`config.mk`:
```
export PLATFORM = sky130hd
export DESIGN_NAME = bss_col_cell
export DESIGN_NICKNAME = d
export VERILOG_FILES = /design/src/hdl/box_sum_3x3_stream_top_assert.svh /design/src/hdl/bss_pkg.sv /design/src/hdl/bss_col_cell.sv
export SDC_FILE = /design/constraint.sdc
export NUM_CORES = 1
export LEC_CHECK = 0
export BUFFER_PORTS_ARGS = -buffer_cell sky130_fd_sc_hd__buf_2
export CORE_MARGIN = 2
export CORE_UTILIZATION = 49
export CTS_CLUSTER_SIZE = 28
export DETAILED_ROUTE_END_ITERATION = 7
export PLACE_DENSITY_LB_ADDON = 0.25
export RECOVER_POWER = 50
export SYNTH_ARGS = -nofsm -noshare
export SYNTH_HDL_FRONTEND = slang
export SYNTH_SLANG_ARGS = --single-unit
```
`constraint.sdc`:
```
create_clock -name clock -period 3.9 [get_ports clock]
set_input_delay 0.78 -clock clock [delete_from_list [all_inputs] [get_ports clock]]
set_output_delay 0.78 -clock clock [all_outputs]
set_load 0.005 [all_outputs]
```
`src/hdl/box_sum_3x3_stream_top_assert.svh`:
```
// assertion macros shared by the box sum block
`ifndef BOX_SUM_3X3_STREAM_TOP_ASSERT_SVH
`define BOX_SUM_3X3_STREAM_TOP_ASSERT_SVH

// condition in this cycle demands a consequence in the same cycle
`define BSS_ASSERT_SAME(label, clk, rst, cond, cons) \
   label: assert property (@(posedge clk) disable iff (rst) (cond) |-> (cons)) \
      else $error("box sum check failed");

// condition in this cycle demands a consequence in the next cycle
`define BSS_ASSERT_NEXT(label, clk, rst, cond, cons) \
   label: assert property (@(posedge clk) disable iff (rst) (cond) |=> (cons)) \
      else $error("box sum check failed");

`endif

```
`src/hdl/bss_pkg.sv`:
```
`default_nettype none

package bss_pkg;

   localparam int MaxWidthDefault   = 1024;
   localparam int SampleBitsDefault = 16;

   localparam int RowWidthBits  = 11;
   localparam int WindowBits    = 20;
   localparam int CsrDataBits   = 32;
   localparam int CsrAddrBits   = 3;
   localparam int MinWidth      = 3;

   localparam logic [RowWidthBits-1:0] RowWidthReset = RowWidthBits'(MinWidth);

   // register index, taken from the word address
   localparam logic RegRowWidth = 1'b0;

   // line store control from the window pipeline
   typedef struct packed {
      logic rd_en;
      logic wr_en;
   } bss_mem_ctl_type;

endpackage

`default_nettype wire

```
`src/hdl/bss_col_cell.sv`:
```
`default_nettype none

module bss_col_cell
   import bss_pkg::*;
#(
   parameter int COL_BITS  = SampleBitsDefault + 2,
   parameter int PART_BITS = SampleBitsDefault + 4
) (
   input  wire logic                        clock,
   input  wire logic                        shift,
   input  wire logic signed [COL_BITS-1:0]  col_in,
   input  wire logic signed [PART_BITS-1:0] part_in,
   output logic signed [COL_BITS-1:0]       col_out,
   output logic signed [PART_BITS-1:0]      part_out
);

   logic signed [COL_BITS-1:0] col_ff;
   logic signed [COL_BITS-1:0] col_in_w;

   assign col_in_w = shift ? col_in : col_ff;

   always_ff @(posedge clock) begin
      col_ff <= col_in_w;
   end

   // add the held column to the partial sum passing along the row
   assign part_out = part_in + PART_BITS'(col_ff);
   assign col_out  = col_ff;

endmodule

`default_nettype wire

```
* After elaboration in Yosys (flattened, before gate mapping) *
Index checks and enable logic that the tools add are counted.

word-level totals
  input port bits = 40
  register bits = 18
  word-level logic and storage cells = 2
  output and inout bits = 38

operators by class
  add/sub/neg operators = 1

operator list
  kind                     count
  adder 20 x 18 -> 20 bit  1

* Logic depth before layout (Yosys ltp) *
  depth in word-level cells = 1
  gate-level depth with buffers = 7
  mapped depth without buffers = 7

* Worst setup path before layout *
OpenSTA, ideal clock, no wires.

  kind = input -> output
  from = input part_in[0]
  to = output part_out[12]
  arrival = 2,372 ps
  path buffers = 0
  slack = 748 ps
  cell stages on the path = 7
  required time = 3,120 ps
  cell sequence = ha_1 > fa_1 > a211oi_1 > o21ai_1 > and2_4 > a311oi_2 > xnor2_1

on the way
  longest elaborated chain between the ends = 1

RTL lines
  item                     line                text
  start, declared          bss_col_cell.sv:12  input wire logic signed [PART_BITS-1:0] part_in,
  adder 20 x 18 -> 20 bit  bss_col_cell.sv:27  assign part_out = part_in + PART_BITS'(col_ff);
  end, declared            bss_col_cell.sv:14  output logic signed [PART_BITS-1:0] part_out

No other way between the ends.

* Worst setup path after layout *
  from = input part_in[0]
  to = output part_out[18]

The elaborated chain is that of the path after synthesis.

==> impl_metrics.tcl <==
set metrics [dict create \
    status "completed" \
    grt_start_max_net_pins 19 \
    max-cap-violations 0 \
    clock-sinks 18 \
    mostFrequentLayoutCell "buf_2" \
    path_clk_slew_ns 0.12 \
    ant_nets 0 \
    dr.pass1.iters 6 \
    syn_area_um2 1540 \
    start_util_pct 50.9 \
    cts.path.max_buffers 2 \
    grt_pass1_vias 1381 \
    die_w_um 60.1 \
    synth_cell_types 39 \
    postLayoutCellArea_um2 1990 \
    vdd_ir_drop_max_v 0.000175 \
    worstHoldStart "col_in[4]" \
    layout_worst_path_cycle_share_pct 90.3 \
    ios 78 \
    grt_pass1_wl_mm 5.53 \
    area_delta_synth_final_pct 29.4 \
    syn_inst 150 \
    antenna_cells 0 \
    relSlewSlack_pct 34.5 \
    globalplace.congestion 0.826 \
    avgSynthCellArea_um2 10.3 \
    vias 1486 \
    min_to "col_out[4]" \
    cts_tree "done" \
    setup_tns_ns 0 \
    yosys_warnings 0 \
    nNetsFinal 289 \
    cp_data_arrival_time_ns 2.74 \
    finalSetupViolCount 0 \
    post_cts_buffers 0 \
    whs_path_depth 1 \
    yosys_register_bits 18 \
    antenna_found_initial 0 \
    worstSetupStartpointType "input pin" \
    postLayoutCoreUtil_pct 65.9 \
    synth-main-ff-cell "edfxtp_1" \
    total_power_w 0.000659 \
    ys_seq_area_share_pct 35.1 \
    cts-buffers-inserted 3 \
    row_count 20 \
    final_cell_mix "buf_2, a21oi_1, ha_1, edfxtp_1, nand2_1" \
    drtIter0Drc 72 \
    required_ns 3.12 \
    h-tree-depth 1 \
    leakagePower_nw 0.938 \
    die_y_um 60.1 \
    route.detailed.drc 0 \
    dpl.hpwl_mm 2.96 \
    vias_per_cell 5.46 \
    worstPathMaxFanout 4 \
    core_um2 3030 \
    grt.overflow.total 0 \
    clockRootBuffer "clkbuf_4" \
    grt_setup_unrepaired "no" \
    place_area_um2 1970 \
    largest_reg_flops 18 \
    portBuffers 77 \
    die_area_um2 3610 \
    crit_path_end_kind "primary output" \
    multi_input_area_um2 981 \
    synth-edff-count 18 \
    ff_latch_area_um2 541 \
    syn_nets 210 \
    worst_slew_pin_slew_ns 0.983 \
    wl_mm 3.61 \
    wl_per_cell_um 13.3 \
    fillers 267 \
    post_cts_resized 0 \
    hold_buffers 0 \
    finalMaxSlewViolations 0 \
    pwr_density_cell_nw_per_um2 330 \
    fmax_mhz 284 \
    drive_above_1_share_pct 37.3 \
    grt_usage_pct 20.4 \
    fin_crit_ns 3.52 \
    synthArstFlopShare_pct 0 \
    finalHoldViolCount 0 \
    hp-class "input pin to flop" \
    critPathKind "input pin to primary output" \
]
## kinds of logic (layout without fill, tap and decap cells)
logic type               after synthesis  after routing  share of synthesized area [%]
AO/OA/AOI/OAI                         56             56                           26.2
XOR/XNOR                              15             15                           8.52
adder cells (fa/ha/maj)               20             20                           16.7
buffers and inverters                  5             83                           1.30
flip-flops                            18             18                           35.1
AND/OR/NAND/NOR                       36             36                           12.2
## critical path, cell delays in order
cell and delay [ns]:
buf_2 0.10, ha_1 0.23, fa_1 0.43, a211oi_1 0.29
o21ai_1 0.14, nand4_1 0.21, nand2_1 0.11, o311a_1 0.32
buf_2 0.13
## routing by layer
| layer | wire length, um | GRT usage [%] | vias to the layer above |
|---|---|---|---|
| met5 | 0 | 0 | - |
| met4 | 45 | 7.62 | 0 |
| met3 | 235 | 2.81 | 6 |
| met2 | 1770 | 35.7 | 56 |
| met1 | 1560 | 25.3 | 681 |
| li1 | - | - | 743 |
## cell usage after synthesis (all sizes together), types with 2 or more instances
cell type	n	area, um^2
a21oi	19	95.1
ha	19	238
edfxtp	18	541
nand2	12	45.0
o21ai	10	53.8
xnor2	9	78.8
a21o	7	52.6
nand3	6	30.0
xor2	6	52.6
and3	5	32.5
nand4	4	25.0
a211oi	3	22.5
nor2	3	11.3
o21bai	3	22.5
a2111oi	2	36.3
a31oi	2	27.5
and2	2	15.0
clkbuf	2	7.51
inv	2	7.51
o211ai	2	15.0
o311a	2	20.0
## where the power goes
part | leakage, nW | switching [W] | internal [W]
Sequential | 0.176 | 0.00000876 | 0.000230
Clock | 0.0154 | 0.0000663 | 0.0000374
Combinational | 0.746 | 0.000164 | 0.000152
## per-stage QoR
| step | setup WS [ns] | hold slack [ns] | std cells |
|---|---|---|---|
| 2_1_floorplan | 0.748 | 0.879 | 150 |
| 3_3_place_gp | 0.450 | 0.957 | 268 |
| 3_5_place_dp | 0.378 | 0.958 | 268 |
| 4_1_cts | 0.376 | 0.632 | 272 |
| 5_1_grt | 0.194 | 0.626 | 272 |
| 6_report | 0.378 | 0.634 | 272 |
## layout make-up
class,count,share of cell area (%)
multi-input cells,127,49.2
flip-flops and latches,18,27.1
repair buffers,77,19.3
well taps,44,2.76
clock buffers,3,1.13
inverters,2,0.376
clock inverters,1,0.188
## worst max-delay path by stage
| stage | startpoint | endpoint | slack [ns] | cells after the start |
|---|---|---|---|---|
| 3_3_place_gp | part_in[0] | part_out[18] | 0.45 | 9 |
| 2_1_floorplan | part_in[0] | part_out[12] | 0.75 | 7 |
| 6_report | part_in[0] | part_out[18] | 0.38 | 9 |
| 5_1_grt | part_in[0] | part_out[18] | 0.19 | 9 |
| 3_5_place_dp | part_in[0] | part_out[12] | 0.38 | 9 |
| 4_1_cts | part_in[0] | part_out[18] | 0.38 | 9 |
(Power assumes the default switching activity.)
